File: config.mk
export PLATFORM = sky130hd
export DESIGN_NAME = alist_acc
export DESIGN_NICKNAME = d
export VERILOG_FILES = /design/src/hw/rtl/alist_pkg.sv /design/src/hw/rtl/alist_acc.sv
export SDC_FILE = /design/constraint.sdc
export NUM_CORES = 1
export LEC_CHECK = 0
export BUFFER_PORTS_ARGS = -buffer_cell sky130_fd_sc_hd__buf_2
export CAP_MARGIN = 20
export CORE_ASPECT_RATIO = 1.4
export CORE_MARGIN = 2
export CORE_UTILIZATION = 25
export DETAILED_ROUTE_END_ITERATION = 8
export PLACE_DENSITY = 0.54
export SYNTH_ARGS = -nofsm -noshare
export SYNTH_HDL_FRONTEND = slang
export SYNTH_SLANG_ARGS = --single-unit
File: constraint.sdc
create_clock -name clock -period 7.58 [get_ports clock]
set_input_delay 0.379 -clock clock [delete_from_list [all_inputs] [get_ports clock]]
set_output_delay 0.379 -clock clock [all_outputs]
set_load 0.03 [all_outputs]
File: src/hw/rtl/alist_pkg.sv
// Shared types, widths and codes for the array list engine.
// Depends on nothing; every other file but alist_ram refers to it by scoped names.
package alist_pkg;

   localparam int CAPACITY = 1024;
   localparam int ADDR_W   = $clog2(CAPACITY);
   localparam int CNT_W    = $clog2(CAPACITY + 1);
   localparam int DATA_W   = 32;
   localparam int RES_W    = 42;
   localparam int OP_W     = 3;
   localparam int STATUS_W = 3;
   localparam int CFG_W    = 11;

   localparam int REQ_BITS     = OP_W + ADDR_W + DATA_W;
   localparam int REQ_TDATA_W  = ((REQ_BITS + 7) / 8) * 8;
   localparam int RSP_BITS     = RES_W + ADDR_W + STATUS_W + CNT_W;
   localparam int RSP_TDATA_W  = ((RSP_BITS + 7) / 8) * 8;

   typedef enum logic [OP_W-1:0] {
      OP_INSERT = 3'd0,
      OP_DELETE = 3'd1,
      OP_SEARCH = 3'd2,
      OP_SUM    = 3'd3,
      OP_MAX    = 3'd4,
      OP_MIN    = 3'd5
   } op_type;

   typedef enum logic [STATUS_W-1:0] {
      ST_OK        = 3'd0,
      ST_FULL      = 3'd1,
      ST_RANGE     = 3'd2,
      ST_EMPTY     = 3'd3,
      ST_NOT_FOUND = 3'd4
   } status_type;

   typedef enum logic [2:0] {
      S_IDLE,
      S_SCAN,
      S_TAIL,
      S_PUT,
      S_DONE
   } state_type;

   // Sequencer to reduction unit.
   typedef struct packed {
      logic                clear;
      op_type              op;
      logic                valid;
      logic                first;
      logic [ADDR_W-1:0]   pos;
      logic [DATA_W-1:0]   key;
   } acc_ctrl_type;

   // Sequencer to top level when a request finishes.
   typedef struct packed {
      logic       load;
      op_type     op;
      status_type status;
      logic       ok;
   } done_type;

endpackage

File: src/hw/rtl/alist_acc.sv
// Reduction unit: delete capture, search match, exact sum and extrema.
// Depends on alist_pkg; fed one element per cycle by alist_seq.
module alist_acc (
   input  logic                              clock,
   input  alist_pkg::acc_ctrl_type           ctrl,
   input  logic [alist_pkg::DATA_W-1:0]      rd_data,
   output logic signed [alist_pkg::RES_W-1:0] result,
   output logic                              found,
   output logic [alist_pkg::ADDR_W-1:0]      position
);

   logic signed [alist_pkg::RES_W-1:0] acc_ff, acc_in;
   logic                               found_ff, found_in;
   logic [alist_pkg::ADDR_W-1:0]       pos_ff, pos_in;
   logic signed [alist_pkg::RES_W-1:0] data_ext;
   logic signed [alist_pkg::DATA_W-1:0] data_s, best_s;

   assign data_s   = signed'(rd_data);
   assign best_s   = signed'(acc_ff[alist_pkg::DATA_W-1:0]);
   assign data_ext = {{(alist_pkg::RES_W - alist_pkg::DATA_W){rd_data[alist_pkg::DATA_W-1]}},
                      rd_data};

   always_comb begin
      acc_in   = acc_ff;
      found_in = found_ff;
      pos_in   = pos_ff;
      if (ctrl.clear) begin
         acc_in   = '0;
         found_in = 1'b0;
         pos_in   = '0;
      end else if (ctrl.valid) begin
         case (ctrl.op)
            alist_pkg::OP_DELETE: begin
               if (ctrl.first) acc_in = data_ext;
            end
            alist_pkg::OP_SEARCH: begin
               if (!found_ff && rd_data == ctrl.key) begin
                  found_in = 1'b1;
                  pos_in   = ctrl.pos;
               end
            end
            alist_pkg::OP_SUM: begin
               acc_in = acc_ff + data_ext;
            end
            alist_pkg::OP_MAX: begin
               if (ctrl.first || data_s > best_s) acc_in = data_ext;
            end
            alist_pkg::OP_MIN: begin
               if (ctrl.first || data_s < best_s) acc_in = data_ext;
            end
            default: begin
               acc_in = acc_ff;
            end
         endcase
      end
   end

   always_ff @(posedge clock) begin
      acc_ff   <= acc_in;
      found_ff <= found_in;
      pos_ff   <= pos_in;
   end

   assign result   = acc_ff;
   assign found    = found_ff;
   assign position = pos_ff;

endmodule

==> results by group <==
Run status
  – Status: finished clean

Timing
  – Unrepaired setup endpoints after global routing: no
  – Fin. Hold Viols: 0
  – Final Max Tran Viols: 0
  – Post-route setup TNS: 0 ns
  – Tmin final: between 3 and 4 ns
  – Final setup violation count: 0
  – Relative slew slack: a little under a quarter
  – Worst-margin pin slew: 1.138 ns
  – Clk_skew: 0.01001 ns
  – Peak Freq: 0.2865 GHz
  – Final Cycle Share: 46.05%

Clock network
  – Post-CTS setup buffer count: 0
  – Post_cts resized: 0
  – CTS clk-pin slew, worst paths: 0.09 ns
  – TritonCTS clock tree: yes
  – Hold buffer count at cts: 0
  – CTS root buffer: clkbuf_16
  – Clk Latency, worst-skew pair: 0.31 ns
  – Num CTS Buffers: 5
  – CTS sink count: 53
  – Max clock buf depth: 2
  – CTS H-tree depth: 2

Logic synthesis
  – Synth Cell Area: 5893 um2
  – Simple-gate portion of the synthesized area: 20.98%
  – Synth Area in Compound Gates: 26.60%
  – Area contributors post-synth: dfxtp_1 18%, ha_1 15%, xnor2_1 6.2%
  – YS warnings: 0
  – Yosys top cell area share: 18.00%
  – Mapped Avg Cell Area: roughly 7.7 um2
  – Post-synthesis adder-cell area fraction: 15.84%
  – Register area share after synthesis: 18.00%
  – FF+latch count, synth: 53
  – Largest family of logic cells by synthesized area: compound AO/OA/AOI/OAI gates
  – Main synth FF type: dfxtp_1
  – XOR/XNOR Fraction of Synth Area: 8.174%
  – Synth unique cells: 86
  – Ys async rst share: 0%
  – Post-Syn Instances: about 770
  – Largest area contributor in the netlist: dfxtp_1
  – Number of synthesized flops with an enable pin: 0
  – Mux contribution to synthesized area: 2.994%
  – Synth Net Count: 923

Floorplan
  – Die width: 133.8 um
  – Rows: 66
  – Initial core utilization: 25.40%
  – I/O pin cnt: 134
  – Die area: between 20000 and 25000 um2
  – Die height: 185.7 um
  – CORE AREA: 23200 um2

Layout
  – Fin cells: 1184
  – Synth-to-Final Area Change: 17.96%
  – Final core occ: 29.96%
  – Share of cells above drive strength 1: 19.50%
  – Layout filler cell count: 2543
  – Fin nets: a little over 1000

Global routing
  – Overall Global Routing Usage: about 16%
  – Initial antenna violation count: 1
  – Pin count of the biggest net entering global routing: 56
  – Number of global-route vias before repair: 5781
  – GRT Residual Overflow: 0
  – First-pass GRT wire length: 31370 um

Place
  – Placed Cells: 1174
  – PortBufs: 133
  – DP HPWL: between 15000 and 20000 um
  – Global placement routability congestion: ~0.93

Drt
  – WL/cell: 17.01 um
  – # DRC: 0
  – Final ANT Viol Nets: 0
  – DRT Pass-1 Iters: 5
  – DR iter-0 viols: 429
  – Via Count: 5969
  – Via-per-instance ratio: 5.041
  – WL final: 20130 um

Critical path
  – Setup CP Type: flop to flop
  – Worst EP arrival: 3.73 ns
  – Worst r2r path cells: 11
  – Worst Setup End Kind: flop
  – RR Startpoint: result[21]
  – Internal reg-to-reg setup slack: 4.09 ns
  – Max FO, Critical Path: 35
  – Worst Setup Start Kind: flop
  – CP required: 7.82 ns
  – RR Endpoint: result[26]

Worst hold path
  – Worst min-delay path startpoint: ctrl[38]
  – Hold Crit Class: input pin to flop
  – WHS Path Cells: 3
  – Hold endpoint: position[6]

Power
  – Post-route total power: 1.030 mW
  – Leakage: 3.049 nW
  – Worst ir drop on vdd: between 0.09 and 0.1 mV
  – P per Cell Area: 148.1 nW/um2

Job
  – Max cap viols: 0
==> worst max path at each step <==
stage / depth (start not counted) / startpoint / endpoint
2_1_floorplan: 12 / result[0] / result[36]
3_3_place_gp: 11 / rd_data[31] / result[26]
3_5_place_dp: 11 / rd_data[31] / result[26]
4_1_cts: 11 / result[21] / result[26]
5_1_grt: 11 / result[21] / result[24]
6_report: 11 / result[21] / result[26]
==> cell usage in the layout (no fill, tap or decap), types with 3 or more instances in the layout <==
cell type,Yosys,routed
nand4_1,16,16
clkbuf_16,0,5
nor2b_1,10,10
or4_1,3,3
xnor2_1,42,42
a221o_1,4,4
a211oi_1,12,12
nand2b_1,10,10
o21ai_0,21,21
ha_1,73,73
a221oi_1,4,4
and3_1,4,4
nand3_1,10,10
o31ai_1,8,8
a311oi_1,3,3
inv_1,66,66
xor2_1,13,13
dfxtp_1,53,53
nor3_2,3,3
a31oi_1,8,8
nor3_1,15,15
buf_2,8,133
nand2_1,59,59
mux2i_1,14,14
nand3b_1,5,5
a21oi_1,73,73
nor3b_1,3,3
or3_1,7,7
nor4_1,10,10
o21bai_1,17,17
nor2_1,67,67
o311ai_0,3,3
a21o_1,11,11
o2111ai_1,3,3
o211ai_1,19,19
a211o_1,5,5
and2_1,4,3
o311ai_1,3,3
==> routing by layer <==
layer	part of all wire [%]	track usage (%)	wire length, um
met2	50	28.45	10040
met3	5.1	2.397	1022
met1	42	19.90	8488
met5	0	0	0
met4	2.9	5.957	578
==> cells in the mapped netlist, drive strengths merged, types with 11 or more instances <==
cell / count
ha: 73
nor3: 19
inv: 67
nor2: 67
o21bai: 17
nand2: 60
dfxtp: 53
a21oi: 75
mux2i: 15
xnor2: 42
xor2: 13
a211oi: 14
o211ai: 19
clkbuf: 21
buf: 14
a21o: 11
nor4: 11
nand4: 16
o21ai: 24
==> through the flow <==
stage	instance area (um2)	setup WS (ns)	hold slack (ns)
final	6952	4.089	0.2968
after CTS	6929	4.051	0.2878
after global placement	6773	3.946	0.4487
after detailed placement	6773	3.822	0.4592
after global routing	6952	3.804	0.2851
after floorplan	5893	4.656	0.5229
==> critical path, cell delays in order (launching register included) <==
cell and delay [ns]:
dfxtp_1 0.40, inv_1 0.06, ha_1 0.40, a21oi_1 0.12
o21ai_0 0.27, a221oi_1 0.15, o21ai_0 0.45, nor2_1 0.12
mux2i_2 0.25, nand2_2 0.55, mux2_1 0.52, a31oi_1 0.12
==> area by class of cell <==
| class | instances | area, um2 | area share (%) |
|---|---|---|---|
| inverter | 67 | 251.5 | 3.618 |
| antenna | 1 | 2.502 | 0.03600 |
| multi-input combinational | 613 | 4397 | 63.25 |
| tap | 306 | 382.9 | 5.508 |
| clock inverter | 2 | 17.52 | 0.2520 |
| clock buffer | 6 | 138.9 | 1.998 |
| sequential | 53 | 1061 | 15.26 |
| timing repair buffer | 136 | 700.7 | 10.08 |
==> logic make-up (layout without fill, tap and decap cells) <==
kind of cell / after synthesis / in the layout
XOR/XNOR: 55 / 55
AO/OA/AOI/OAI: 227 / 227
multiplexers: 17 / 17
other: 0 / 1
flip-flops: 53 / 53
buffers and inverters: 102 / 211
AND/OR/NAND/NOR: 240 / 240
adder cells (fa/ha/maj): 74 / 74
==> state kept, by name, indices dropped and copies added, names as in the netlist <==
| signal | count |
|---|---|
| position | 10 |
| found | 1 |
| result | 42 |
==> report_power, final <==
part	switching [mW]	internal [mW]	leakage [nW]
combinational	0.283	0.164	2.54
sequential	0.0211	0.298	0.433
clock	0.129	0.134	0.0775
(Power assumes the default switching activity.)
