## src/hw/rtl/alist_pkg.sv

```systemverilog
// Shared types, widths and codes for the array list engine.
// Depends on nothing; every other file but alist_ram refers to it by scoped names.
package alist_pkg;

   localparam int CAPACITY = 1024;
   localparam int ADDR_W   = $clog2(CAPACITY);
   localparam int CNT_W    = $clog2(CAPACITY + 1);
   localparam int DATA_W   = 32;
   localparam int RES_W    = 42;
   localparam int OP_W     = 3;
   localparam int STATUS_W = 3;
   localparam int CFG_W    = 11;

   localparam int REQ_BITS     = OP_W + ADDR_W + DATA_W;
   localparam int REQ_TDATA_W  = ((REQ_BITS + 7) / 8) * 8;
   localparam int RSP_BITS     = RES_W + ADDR_W + STATUS_W + CNT_W;
   localparam int RSP_TDATA_W  = ((RSP_BITS + 7) / 8) * 8;

   typedef enum logic [OP_W-1:0] {
      OP_INSERT = 3'd0,
      OP_DELETE = 3'd1,
      OP_SEARCH = 3'd2,
      OP_SUM    = 3'd3,
      OP_MAX    = 3'd4,
      OP_MIN    = 3'd5
   } op_type;

   typedef enum logic [STATUS_W-1:0] {
      ST_OK        = 3'd0,
      ST_FULL      = 3'd1,
      ST_RANGE     = 3'd2,
      ST_EMPTY     = 3'd3,
      ST_NOT_FOUND = 3'd4
   } status_type;

   typedef enum logic [2:0] {
      S_IDLE,
      S_SCAN,
      S_TAIL,
      S_PUT,
      S_DONE
   } state_type;

   // Sequencer to reduction unit.
   typedef struct packed {
      logic                clear;
      op_type              op;
      logic                valid;
      logic                first;
      logic [ADDR_W-1:0]   pos;
      logic [DATA_W-1:0]   key;
   } acc_ctrl_type;

   // Sequencer to top level when a request finishes.
   typedef struct packed {
      logic       load;
      op_type     op;
      status_type status;
      logic       ok;
   } done_type;

endpackage

```

## src/hw/rtl/alist_seq.sv

```systemverilog
// Request sequencer: checks a request, walks the element memory one entry per
// cycle and writes shifted entries back. Depends on alist_pkg.
module alist_seq (
   input  logic                             clock,
   input  logic                             reset,
   input  logic                             req_valid,
   output logic                             req_ready,
   input  alist_pkg::op_type                req_op,
   input  logic [alist_pkg::ADDR_W-1:0]     req_index,
   input  logic [alist_pkg::DATA_W-1:0]     req_value,
   input  logic [alist_pkg::CNT_W-1:0]      count,
   input  logic [alist_pkg::CNT_W-1:0]      cap_eff,
   input  logic                             rsp_free,
   input  logic [alist_pkg::DATA_W-1:0]     rd_data,
   output logic                             rd_en,
   output logic [alist_pkg::ADDR_W-1:0]     rd_addr,
   output logic                             wr_en,
   output logic [alist_pkg::ADDR_W-1:0]     wr_addr,
   output logic [alist_pkg::DATA_W-1:0]     wr_data,
   output alist_pkg::acc_ctrl_type          acc_ctrl,
   output alist_pkg::done_type              done
);

   alist_pkg::state_type            state_ff, state_in;
   alist_pkg::op_type               op_ff, op_in;
   alist_pkg::status_type           status_ff, status_in;
   logic                            ok_ff, ok_in;
   logic [alist_pkg::ADDR_W-1:0]    idx_ff, idx_in;
   logic [alist_pkg::DATA_W-1:0]    val_ff, val_in;
   logic [alist_pkg::CNT_W-1:0]     left_ff, left_in;
   logic [alist_pkg::ADDR_W-1:0]    raddr_ff, raddr_in;
   logic [alist_pkg::ADDR_W-1:0]    qaddr_ff, qaddr_in;
   logic                            rvalid_ff, rvalid_in;
   logic                            first_ff, first_in;

   logic                            accept;
   alist_pkg::status_type           chk_status;
   logic                            chk_ok;
   logic [alist_pkg::CNT_W-1:0]     chk_reads;
   logic [alist_pkg::ADDR_W-1:0]    chk_addr;
   logic [alist_pkg::CNT_W-1:0]     idx_ext;
   logic [alist_pkg::CNT_W-1:0]     count_m1;

   assign accept   = req_valid && (state_ff == alist_pkg::S_IDLE);
   assign idx_ext  = alist_pkg::CNT_W'(req_index);
   assign count_m1 = count - alist_pkg::CNT_W'(1);

   // Request check and length of the memory walk.
   always_comb begin
      chk_status = alist_pkg::ST_OK;
      chk_ok     = 1'b0;
      chk_reads  = '0;
      chk_addr   = '0;
      unique case (req_op) inside
         alist_pkg::OP_INSERT: begin
            if (count >= cap_eff) begin
               chk_status = alist_pkg::ST_FULL;
            end else if (idx_ext > count) begin
               chk_status = alist_pkg::ST_RANGE;
            end else begin
               chk_ok    = 1'b1;
               chk_reads = count - idx_ext;
               chk_addr  = count_m1[alist_pkg::ADDR_W-1:0];
            end
         end
         alist_pkg::OP_DELETE: begin
            if (count == '0) begin
               chk_status = alist_pkg::ST_EMPTY;
            end else if (idx_ext >= count) begin
               chk_status = alist_pkg::ST_RANGE;
            end else begin
               chk_ok    = 1'b1;
               chk_reads = count - idx_ext;
               chk_addr  = req_index;
            end
         end
         alist_pkg::OP_SEARCH: begin
            chk_status = alist_pkg::ST_NOT_FOUND;
            chk_reads  = count;
         end
         alist_pkg::OP_SUM: begin
            chk_reads = count;
         end
         alist_pkg::OP_MAX, alist_pkg::OP_MIN: begin
            if (count == '0) begin
               chk_status = alist_pkg::ST_EMPTY;
            end else begin
               chk_reads = count;
            end
         end
         default: begin
            chk_status = alist_pkg::ST_OK;
         end
      endcase
   end

   // Next state.
   always_comb begin
      state_in = state_ff;
      unique case (state_ff)
         alist_pkg::S_IDLE: begin
            if (req_valid) begin
               if (chk_reads != '0) begin
                  state_in = alist_pkg::S_SCAN;
               end else if (req_op == alist_pkg::OP_INSERT && chk_ok) begin
                  state_in = alist_pkg::S_PUT;
               end else begin
                  state_in = alist_pkg::S_DONE;
               end
            end
         end
         alist_pkg::S_SCAN: begin
            if (left_ff == alist_pkg::CNT_W'(1)) state_in = alist_pkg::S_TAIL;
         end
         alist_pkg::S_TAIL: begin
            state_in = (op_ff == alist_pkg::OP_INSERT) ? alist_pkg::S_PUT : alist_pkg::S_DONE;
         end
         alist_pkg::S_PUT: begin
            state_in = alist_pkg::S_DONE;
         end
         alist_pkg::S_DONE: begin
            if (rsp_free) state_in = alist_pkg::S_IDLE;
         end
         default: begin
            state_in = alist_pkg::S_IDLE;
         end
      endcase
   end

   // Outputs: memory port controls and handshakes.
   always_comb begin
      req_ready = (state_ff == alist_pkg::S_IDLE);
      rd_en     = (state_ff == alist_pkg::S_SCAN);
      rd_addr   = raddr_ff;
      wr_en     = 1'b0;
      wr_addr   = qaddr_ff;
      wr_data   = rd_data;
      if (state_ff == alist_pkg::S_PUT) begin
         wr_en   = 1'b1;
         wr_addr = idx_ff;
         wr_data = val_ff;
      end else if (rvalid_ff && op_ff == alist_pkg::OP_INSERT) begin
         wr_en   = 1'b1;
         wr_addr = qaddr_ff + alist_pkg::ADDR_W'(1);
      end else if (rvalid_ff && op_ff == alist_pkg::OP_DELETE && !first_ff) begin
         wr_en   = 1'b1;
         wr_addr = qaddr_ff - alist_pkg::ADDR_W'(1);
      end
      acc_ctrl.clear = accept;
      acc_ctrl.op    = op_ff;
      acc_ctrl.valid = rvalid_ff;
      acc_ctrl.first = first_ff;
      acc_ctrl.pos   = qaddr_ff;
      acc_ctrl.key   = val_ff;
      done.load      = (state_ff == alist_pkg::S_DONE) && rsp_free;
      done.op        = op_ff;
      done.status    = status_ff;
      done.ok        = ok_ff;
   end

   // Request registers and walk counters.
   always_comb begin
      op_in     = op_ff;
      status_in = status_ff;
      ok_in     = ok_ff;
      idx_in    = idx_ff;
      val_in    = val_ff;
      left_in   = left_ff;
      raddr_in  = raddr_ff;
      qaddr_in  = raddr_ff;
      rvalid_in = (state_ff == alist_pkg::S_SCAN);
      first_in  = rvalid_ff ? 1'b0 : first_ff;
      if (accept) begin
         op_in     = req_op;
         status_in = chk_status;
         ok_in     = chk_ok;
         idx_in    = req_index;
         val_in    = req_value;
         left_in   = chk_reads;
         raddr_in  = chk_addr;
         first_in  = 1'b1;
      end else if (state_ff == alist_pkg::S_SCAN) begin
         left_in  = left_ff - alist_pkg::CNT_W'(1);
         raddr_in = (op_ff == alist_pkg::OP_INSERT) ? raddr_ff - alist_pkg::ADDR_W'(1)
                                                    : raddr_ff + alist_pkg::ADDR_W'(1);
      end
   end

   always_ff @(posedge clock) begin
      if (reset) begin
         state_ff  <= alist_pkg::S_IDLE;
         rvalid_ff <= 1'b0;
      end else begin
         state_ff  <= state_in;
         rvalid_ff <= rvalid_in;
      end
      op_ff     <= op_in;
      status_ff <= status_in;
      ok_ff     <= ok_in;
      idx_ff    <= idx_in;
      val_ff    <= val_in;
      left_ff   <= left_in;
      raddr_ff  <= raddr_in;
      qaddr_ff  <= qaddr_in;
      first_ff  <= first_in;
   end

endmodule

```

## config.mk

```make
export PLATFORM = sky130hd
export DESIGN_NAME = alist_seq
export DESIGN_NICKNAME = d
export VERILOG_FILES = /design/src/hw/rtl/alist_pkg.sv /design/src/hw/rtl/alist_seq.sv
export SDC_FILE = /design/constraint.sdc
export NUM_CORES = 1
export LEC_CHECK = 0
export ABC_AREA = 0
export CORE_MARGIN = 2
export CORE_UTILIZATION = 55
export CTS_BUF_LIST = sky130_fd_sc_hd__clkbuf_16
export DETAILED_ROUTE_END_ITERATION = 6
export DONT_BUFFER_PORTS = 1
export GPL_TIMING_DRIVEN = 0
export HOLD_SLACK_MARGIN = 0.06
export PLACE_DENSITY = 0.75
export SYNTH_ARGS = -nofsm -noshare
export SYNTH_HDL_FRONTEND = slang
export SYNTH_SLANG_ARGS = --single-unit
```

## constraint.sdc

```tcl
create_clock -name clock -period 4.1 [get_ports clock]
set_input_delay 0.205 -clock clock [delete_from_list [all_inputs] [get_ports clock]]
set_output_delay 0.205 -clock clock [all_outputs]
set_load 0.01 [all_outputs]
```

==> run metrics, run 1 <==
kind of critical path register to register; mux share of post-synthesis cell area 0.4116%; # port buffers 0; Post-route DRC 0; run status completed; Leak Pwr 2.602 nW; syn avg cell area 9.104 µm²; final period utilization 94.75%; Synth area leader edfxtp_1; Reg clk slew, reported paths 60 ps; Top FF cell, synth edfxtp_1; largest net degree at the start of global routing 32; Max Cap Violations 0; layout cells sized above 1 5.422%; top post-synthesis cells by area edfxtp_1 (38%), nand2_1 (9.1%), ha_1 (7.8%); CTS tree built; Worst Hold Depth 2; # fillers 771; initial drt markers 440; clock period minus worst slack 3885 ps; Post-Synth Simple-Gate Area 19.78%; dominant cell by count in the synthesized netlist nand2_1; Crit Path Max Fanout 10; Seq cells post-synth 85; Layout Utilization 65.99%; Max Clock Freq 257.4 MHz; hold path startpoint reset; Post-DRT Antenna Nets 0; Synth Area in Compound Gates 16.26%; Post-CTS Setup Bufs 0; PostCTS Resize Cnt 0; total congestion overflow 0; Layout area overhead 17.33%; Worst path slowest cell a2111oi_0; CTS hold repair buffers 46; Slew HR 40.07%; Hold Slack 91.95 ps; Post-Place Cells 735; syn_nets 740; Sequential Area 2402 µm²; Critical Path Sink Type register; WL per Instance 20.89 µm; required time worst endpoint 4160 ps; Routability Congestion 0.9554; final hold viol count 0; share of the yosys chip area belonging to registers 43.91%; drt pass-1 iters 6; DP HPWL 12.62 mm; Hold/Removal Path Class input port to register; total CTS buffers 9; Routed WL 16.67 mm; total negative slack 0 ps; number of global-route vias before repair 4,821; fraction of registers with async set/reset 0%; Starting Density 56.24%; Post-Synth XOR/XNOR Area 5.603%; peak supply drop 0.2883 mV; slowest stage delay, CP 720 ps; root buffer cell clkbuf_16; Final Instance Area 6420 µm²; clk sinks 85; Pwr Density 465.9 nW/µm²; worst reg-to-reg path cell count 11; clock skew 7.332 ps; R2R setup slack 220 ps; largest family of logic cells by synthesized area simple AND/OR/NAND/NOR gates; CP cell instances or3_1 > clkbuf_1 > inv_1 > ha_1 > a21o_1 > a21oi_1 > o21ai_0 > a2111oi_0 > o41ai_1 > xnor2_1 > a21oi_1; synth cell count leaders nand2_1 (132), edfxtp_1 (70), inv_1 (45); Longest Clk Path Bufs 2; Post-Synthesis Cells 601; I/O Pins 214; Hold EP state_ff[2]; EDFF count, synth 70; number of distinct library cells after synthesis 63; synth warn 0; Reg-to-Reg End rd_addr[9]; reg2reg start op_ff[0]; Placed Area 5658 µm²; Die Footprint 10,760 µm²; DP Worst Slack 354.5 ps; PnR worst setup slack 215.1 ps; GRT Resource Usage Total 30.39%; Die H 103.7 µm; total power 2.991 mW; adder-cell share of the synthesized area 8.507%; Worst Tran Pin Value 896.8 ps; row count 36; # setup viols final 0; Final nets 798; antenna violations before repair 1; Die Span X 103.7 µm; Worst-Skew Late Latency 330 ps; startpoint types register; footprint of the multi-input gates 2766 µm²; DR vias 4,899; Vias/cell 6.139; most frequent CP cell a21oi_1; Slew Viols, Final 0; post-synthesis cell area 5471 µm²; RSZ-0062 raised after global routing false; H-tree depth 3; area of the core 9729 µm²; Yosys top cell area share 38.42%; first-pass GRT wire length 25.87 mm; CP Data Arrival Time 3940 ps; Finished Layout Cells 798
critical path: cells and delay by family (launching register included):
family,cells,cell delay (ps)
AOI/OAI and AO/OA,6,1570
buffers and inverters,2,580
DFF,1,560
and+or+nand+nor,1,400
adders and majority gates,1,320
xor gates and xnor gates,1,190
cells by family after synthesis:
family / after synthesis
flip-flops: 85
adder cells (fa/ha/maj): 36
AO/OA/AOI/OAI: 134
buffers and inverters: 73
multiplexers: 2
XOR/XNOR: 35
AND/OR/NAND/NOR: 236
flip-flops by register name, summed over array words and instances (netlist names), 3 cells and up:
register,flops
left_ff,11
val_ff,32
qaddr_ff,10
rd_addr,10
status_ff,3
op_ff,3
state_ff,3
idx_ff,10
routing by layer:
layer | GRT usage, % | vias up | part of all wire [%]
li1 | - | 2274 | -
met2 | 49.62 | 258 | 47
met1 | 38.42 | 2329 | 40
met5 | 0 | - | 0
met4 | 14.00 | 0 | 3.4
met3 | 7.174 | 38 | 8.9
worst max-delay path by stage:
stage / slack, ps / start / cells after the start / end
6_report: 220 / op_ff[0] / 11 / rd_addr[9]
5_1_grt: 50 / op_ff[0] / 11 / rd_addr[7]
4_1_cts: 320 / op_ff[1] / 11 / rd_addr[9]
3_5_place_dp: 350 / op_ff[1] / 11 / rd_addr[9]
3_3_place_gp: 400 / op_ff[1] / 11 / rd_addr[9]
2_1_floorplan: 1040 / op_ff[1] / 11 / rd_addr[9]
layout by cell type (no fill, tap or decap), types with 6 or more instances in the layout:
master and count:
nor2_1 29, xnor2_1 21, ha_1 34, buf_4 7, edfxtp_1 70, dfxtp_1 15, nor3_1 17, o21ai_0 21
clkbuf_16 9, inv_1 44, a21oi_1 44, a221oi_1 17, o31ai_1 6, xor2_1 14, clkbuf_1 18, nand3_1 11
a211oi_1 7, dlygate4sd3_1 46, nand2_1 132
final cells by class:
type                            count  share of cell area [%]
Inverter                           45                   2.631
Buffer                             28                   2.085
Timing Repair Buffer               47                   7.484
Antenna cell                        1                 0.03898
Tap cell                          133                   2.592
Multi-Input combinational cell    443                   43.09
Clock buffer                        9                   3.508
Clock inverter                      7                   1.150
Sequential cell                    85                   37.42
where the power goes:
group          internal [mW]  leakage (nW)  switching, mW  total, mW
clock network          0.472         0.136          0.323      0.796
registers               1.16         0.801          0.231       1.39
logic                  0.320          1.67          0.481      0.801
total                   1.95          2.60           1.04       2.99
No activity file was read; power rests on OpenSTA's default activity.
==> inputs of run 2 (changes only) <==
--- a/config.mk
+++ b/config.mk
@@ -13,7 +13,7 @@
 export DONT_BUFFER_PORTS = 1
 export GPL_TIMING_DRIVEN = 0
 export HOLD_SLACK_MARGIN = 0.06
-export PLACE_DENSITY = 0.75
+export PLACE_DENSITY = 0.78
 export SYNTH_ARGS = -nofsm -noshare
 export SYNTH_HDL_FRONTEND = slang
 export SYNTH_SLANG_ARGS = --single-unit
==> constraint.sdc (replaced) <==
create_clock -name clock -period 3.3 [get_ports clock]
set_input_delay 0.165 -clock clock [delete_from_list [all_inputs] [get_ports clock]]
set_output_delay 0.165 -clock clock [all_outputs]
set_load 0.01 [all_outputs]
==> run 2 against run 1 <==
Register-to-register slack got worse by 150 ps. Sequential power is 24% higher. Count of clock-buffer cells in the layout stayed put. First-iteration DRC count up 3.0%. Final area grew 1.1%. Clock skew is 0.69 ps higher. Fmax up 20%. Core utilization increased by 0.72 points. Via count rose by 3.2%. Combinational power is 30% higher. Routed wire length grew 1.7%. Global-route usage increased by 0.34 points. Critical path type unchanged.
==> run metrics, run 2 (synthesis gave the netlist of run 1 again) <==
run status completed (unchanged); total negative slack 0 ps (unchanged); Critical Path Sink Type register (unchanged); # port buffers 0 (unchanged); Die Span X 103.7 µm (unchanged); Max Clock Freq 309.5 MHz (was 257.4 MHz); CP Data Arrival Time 3320 ps (was 3940 ps); Post-Place Cells 735 (unchanged); clock skew 8.022 ps (was 7.332 ps); Slew Viols, Final 0 (unchanged); Final Instance Area 6490 µm² (was 6420 µm²); final hold viol count 0 (unchanged); I/O Pins 214 (unchanged); Slew HR 41.41% (was 40.07%); root buffer cell clkbuf_16 (unchanged); largest reg by FF count val_ff (unchanged); Worst Hold Depth 3 (was 2); initial drt markers 453 (was 440); number of global-route vias before repair 4,916 (was 4,821); area of the core 9729 µm² (unchanged); layout cells sized above 1 6.726% (was 5.422%); H-tree depth 3 (unchanged); Crit Path Max Fanout 10 (unchanged); kind of critical path register to register (unchanged); DP Worst Slack -371.9 ps (was 354.5 ps); peak supply drop 0.3073 mV (was 0.2883 mV); Hold/Removal Path Class input port to register (unchanged); PnR worst setup slack 69.12 ps (was 215.1 ps); final period utilization 97.91% (was 94.75%); Starting Density 56.24% (unchanged); Worst-Skew Late Latency 340 ps (was 330 ps); Max Cap Violations 0 (unchanged); Vias/cell 6.305 (was 6.139); Finished Layout Cells 802 (was 798); Routability Congestion 0.9524 (was 0.9554); antenna violations before repair 0 (was 1); worst reg-to-reg path cell count 11 (unchanged); clk sinks 85 (unchanged); GRT Resource Usage Total 30.73% (was 30.39%); Post-route DRC 0 (unchanged); Reg clk slew, reported paths 60 ps (about the same); Post-DRT Antenna Nets 0 (unchanged); Layout area overhead 18.61% (was 17.33%); Routed WL 16.96 mm (was 16.67 mm); # setup viols final 0 (unchanged); Regs by FF count val_ff x32, left_ff x11 (unchanged); Worst Tran Pin Value 876.8 ps (was 896.8 ps); row count 36 (unchanged); total CTS buffers 9 (unchanged); total congestion overflow 0 (unchanged); required time worst endpoint 3390 ps (was 4160 ps); first-pass GRT wire length 25.81 mm (was 25.87 mm); Longest Clk Path Bufs 2 (unchanged); Die H 103.7 µm (unchanged); startpoint types register (unchanged); Ant. Diodes 0 (was 1); largest net degree at the start of global routing 48 (was 32); CP cell instances or3_4 > inv_4 > buf_4 > ha_1 > nor2b_1 > o21ai_1 > a21oi_1 > o21ai_1 > a21oi_1 > or3_1 > a31o_1 (was or3_1 > clkbuf_1 > inv_1 > ha_1 > a21o_1 > a21oi_1 > o21ai_0 > a2111oi_0 > o41ai_1 > xnor2_1 > a21oi_1); CTS tree built (unchanged); DR vias 5,057 (was 4,899); Pwr Density 586.1 nW/µm² (was 465.9 nW/µm²); Placed Area 5658 µm² (unchanged); Layout Utilization 66.71% (was 65.99%); Worst path slowest cell edfxtp_1 (was a2111oi_0); DP HPWL 12.33 mm (was 12.62 mm); commonest cells after routing, fill and taps aside nand2_1 (132), edfxtp_1 (70), dlygate4sd3_1 (46) (unchanged); Leak Pwr 2.654 nW (was 2.602 nW); clock period minus worst slack 3231 ps (was 3885 ps); commonest non-fill, non-tap cell in the layout nand2_1 (unchanged); slowest stage delay, CP 560 ps (was 720 ps); Final nets 803 (was 798); Die Footprint 10,760 µm² (unchanged); max FFs per register 32 (unchanged); drt pass-1 iters 5 (was 6); WL per Instance 21.14 µm (was 20.89 µm)
==> run 2: changes by cell type in the layout (fill, tap and decap cells not counted), sizes merged <==
cell	delta
clkbuf	-1
bufinv	+1
buf	+6
clkinvlp	-3
clkinv	+2
diode	-1
==> run 2: area by class of cell <==
cell class,count,area (µm²)
Clock inverter,7,81.33
Buffer,27,130.1
Multi-Input combinational cell,443,2788
Tap cell,133,166.4
Fill cell,749,3239
Clock buffer,9,225.2
Timing Repair Buffer,53,525.5
Inverter,45,171.4
Sequential cell,85,2402
==> run 2: layer usage <==
metal / vias up / global-route usage, % / share of wire [%]
met1: 2396 / 35.19 / 37
met3: 73 / 8.496 / 9.5
met4: 0 / 17.66 / 5.6
met5: - / 0 / 0
li1: 2273 / - / -
met2: 315 / 51.75 / 48
==> run 2: metrics by stage <==
stage               power, mW  hold slack, ps
floorplan               2.400           237.4
global placement        2.615           243.4
detailed placement      2.666           243.0
CTS                     3.759           92.37
finish                  3.804           98.51
global route            3.976           113.4
==> run 2: path summary, 6_finish.rpt <==
kind               from     endpoint  slack [ps]
max            op_ff[0]   rd_addr[8]          70
min            rsp_free  state_ff[2]         100
max reg2reg    op_ff[0]   rd_addr[8]          70
min reg2reg  rd_addr[5]  qaddr_ff[5]         500
==> run 2: repair_timing <==
action / 4_1_cts / 5_1_grt
hold endpoints to repair: 49 / 0
hold buffers: 46 / 0
buffers inserted: 0 / 6
gates resized for setup: 6 / 3
pin swaps: 1 / 1
endpoints found under the setup margin: 4 / 4
cloned: 0 / 0
==> run 2: critical path: cells and delay by family, from the launching register on <==
| kind | cells | cell delay (ps) |
|---|---|---|
| buffers and inverters | 2 | 280 |
| AOI/OAI and AO/OA | 5 | 890 |
| and+or+nand+nor | 3 | 990 |
| adders and majority gates | 1 | 260 |
| DFF | 1 | 560 |
==> run 2: where the power goes <==
part	internal, mW	switching (mW)
logic	0.415	0.622
clock network	0.651	0.381
registers	1.44	0.290
==> inputs of run 3 (changes only) <==
--- a/config.mk
+++ b/config.mk
@@ -13,7 +13,7 @@
 export DONT_BUFFER_PORTS = 1
 export GPL_TIMING_DRIVEN = 0
 export HOLD_SLACK_MARGIN = 0.06
-export PLACE_DENSITY = 0.78
+export PLACE_DENSITY = 0.75
 export SYNTH_ARGS = -nofsm -noshare
 export SYNTH_HDL_FRONTEND = slang
 export SYNTH_SLANG_ARGS = --single-unit
==> constraint.sdc (replaced) <==
create_clock -name clock -period 3.5 [get_ports clock]
set_input_delay 0.175 -clock clock [delete_from_list [all_inputs] [get_ports clock]]
set_output_delay 0.175 -clock clock [all_outputs]
set_load 0.01 [all_outputs]
==> run 3 against run 2 <==
Clock skew is essentially flat. Highest routed layer unchanged. Critical path depth fell by 1. Critical path type is now register to output port. Cell count fell by 0.25%. Total power decreased by 7.3%.
==> run metrics, run 3 (synthesis gave the netlist of run 1 again) <==
# setup viols final 0 (unchanged); Max Cap Violations 0 (unchanged); run status completed (unchanged); CP startpoint op_ff[1] (was op_ff[0]); Vias/cell 6.183 (was 6.305); WL per Instance 20.95 µm (was 21.14 µm); # port buffers 0 (unchanged); Final nets 800 (was 803); I/O Pins 214 (unchanged); commonest non-fill, non-tap cell in the layout nand2_1 (unchanged); total congestion overflow 0 (unchanged); drt pass-1 iters 5 (unchanged); Pwr Density 546.1 nW/µm² (was 586.1 nW/µm²); required time worst endpoint 3320 ps (was 3390 ps); Max Clock Freq 307.2 MHz; slowest stage delay, CP 550 ps (was 560 ps); max FFs per register 32 (unchanged); Critical Path Sink Type output port (was register); Die Span X 103.7 µm (unchanged); clock skew 8.195 ps (was 8.022 ps); largest reg by FF count val_ff (unchanged); Crit. path cell count 10 (was 11); DP Worst Slack -245.5 ps (was -371.9 ps); initial drt markers 431 (was 453); DR vias 4,946 (was 5,057); CP endpoint wr_addr[9] (was rd_addr[8]); commonest cells after routing, fill and taps aside nand2_1 (132), edfxtp_1 (70), dlygate4sd3_1 (46) (unchanged); Worst-Skew Late Latency 330 ps (was 340 ps); Regs by FF count val_ff x32, left_ff x11 (unchanged); Starting Density 56.24% (unchanged); first-pass GRT wire length 25.98 mm (was 25.81 mm); antenna violations before repair 1 (was 0); final period utilization 92.99%; CP cell instances or3_4 > clkinvlp_4 > buf_4 > and2_1 > clkbuf_2 > nand3_1 > nor2_1 > a41oi_1 > xor2_1 > o21ai_0 (was or3_4 > inv_4 > buf_4 > ha_1 > nor2b_1 > o21ai_1 > a21oi_1 > o21ai_1 > a21oi_1 > or3_1 > a31o_1); Routability Congestion 0.9554 (was 0.9524); Crit Path Max Fanout 8 (was 10); clock period minus worst slack 3255 ps; layout cells sized above 1 6.306% (was 6.726%); kind of critical path register to output port (was register to register); CTS tree built (unchanged); GRT Resource Usage Total 30.57% (was 30.73%); area of the core 9729 µm² (unchanged); R2R setup slack 310 ps (was 70 ps); Slew Viols, Final 0 (unchanged); peak supply drop 0.3435 mV (was 0.3073 mV); CP Data Arrival Time 3080 ps (was 3320 ps); final hold viol count 0 (unchanged); row count 36 (unchanged); Worst path slowest cell edfxtp_1 (unchanged); Hold/Removal Path Class input port to register (unchanged); largest net degree at the start of global routing 32 (was 48); Buffers & Inverters on Critical Path 3 (was 2); root buffer cell clkbuf_16 (unchanged); total negative slack 0 ps (unchanged); Reg clk slew, reported paths 60 ps (about the same); Layout area overhead 17.95% (was 18.61%); RSZ-0062 raised after global routing false; Worst Tran Pin Value 880.6 ps (was 876.8 ps); number of global-route vias before repair 4,837 (was 4,916); PnR worst setup slack 245.2 ps (was 69.12 ps); clk sinks 85 (unchanged); # fillers 765 (was 749); Die Footprint 10,760 µm² (unchanged); Post-Place Cells 735 (unchanged); reg2reg start op_ff[1] (was op_ff[0]); Slew HR 41.15% (was 41.41%); Layout Utilization 66.33% (was 66.71%); Finished Layout Cells 800 (was 802); total CTS buffers 9 (unchanged); delay-heaviest family, CP simple AND/OR/NAND/NOR gates (unchanged); worst reg-to-reg path cell count 10 (was 11); Die H 103.7 µm (unchanged); H-tree depth 3 (unchanged); Leak Pwr 2.611 nW (was 2.654 nW); hold path startpoint reset (was rsp_free); Post-route DRC 0 (unchanged); Post-DRT Antenna Nets 0 (unchanged); Reg-to-Reg End rd_addr[9] (was rd_addr[8]); DP HPWL 12.62 mm (was 12.33 mm); startpoint types register (unchanged); Longest Clk Path Bufs 2 (unchanged); Routed WL 16.76 mm (was 16.96 mm)
==> run 3: changes by cell type in the layout (fill, tap and decap cells not counted), sizes merged <==
cell,before,now
diode,0,1
buf,16,13
clkinv,4,2
bufinv,2,1
inv,46,45
clkinvlp,0,4
==> run 3: final cells by class <==
type | count | area [µm²] | share of cell area (%)
antenna | 1 | 2.502 | 0.03877
buffer | 27 | 130.1 | 2.016
clock buffer | 9 | 225.2 | 3.490
clock inverter | 7 | 73.82 | 1.144
inverter | 45 | 172.7 | 2.675
multi-input combinational | 443 | 2778 | 43.04
sequential | 85 | 2402 | 37.22
tap | 133 | 166.4 | 2.579
timing repair buffer | 50 | 503.0 | 7.794
==> run 3: worst min path at each step <==
| stage | endpoint | cells past startpoint | slack [ps] |
|---|---|---|---|
| 3_5_place_dp | rvalid_ff | 1 | 250 |
| 5_1_grt | state_ff[1] | 3 | 80 |
| 6_report | state_ff[1] | 3 | 90 |
| 2_1_floorplan | rvalid_ff | 1 | 250 |
| 3_3_place_gp | rvalid_ff | 1 | 250 |
| 4_1_cts | state_ff[1] | 3 | 70 |
==> run 3: per-stage QoR <==
stage	hold WS (ps)	cell area (µm²)	power (mW)
after CTS	72.62	6445	3.504
after floorplan	247.4	5472	2.263
final	94.30	6454	3.525
after global routing	84.60	6454	3.693
after global placement	254.2	5638	2.475
after detailed placement	254.6	5658	2.522
==> run 3: report_power, final <==
part | internal (mW) | leakage (nW) | switching (mW)
combinational | 0.383 | 1.67 | 0.568
sequential | 1.36 | 0.801 | 0.272
clock | 0.554 | 0.136 | 0.386
total | 2.30 | 2.61 | 1.23
==> run 3: worst register-to-register path: cells and delay by family (launching register included) <==
kind | cells | cell delay [ps]
AO/OA/AOI/OAI | 6 | 1280
adder cells (fa/ha/maj) | 1 | 250
AND/OR/NAND/NOR | 1 | 510
buffers and inverters | 1 | 170
XOR/XNOR | 1 | 170
flip-flops | 1 | 550
==> run 3: what timing repair did <==
action | 4_1_cts | 5_1_grt
endpoints found under the hold margin | 48 | 0
gates resized for setup | 2 | 2
pin swaps | 0 | 0
cloned | 0 | 0
endpoints found under the setup margin | 3 | 6
hold buffers | 46 | 0
buffers inserted | 3 | 0
==> run 3: layer usage <==
layer	track usage, %	vias to the layer above	share of wire [%]
met5	0	-	0
met2	49.91	300	48
met1	38.67	2338	40
met3	7.741	38	9.2
li1	-	2270	-
met4	13.22	0	3.3
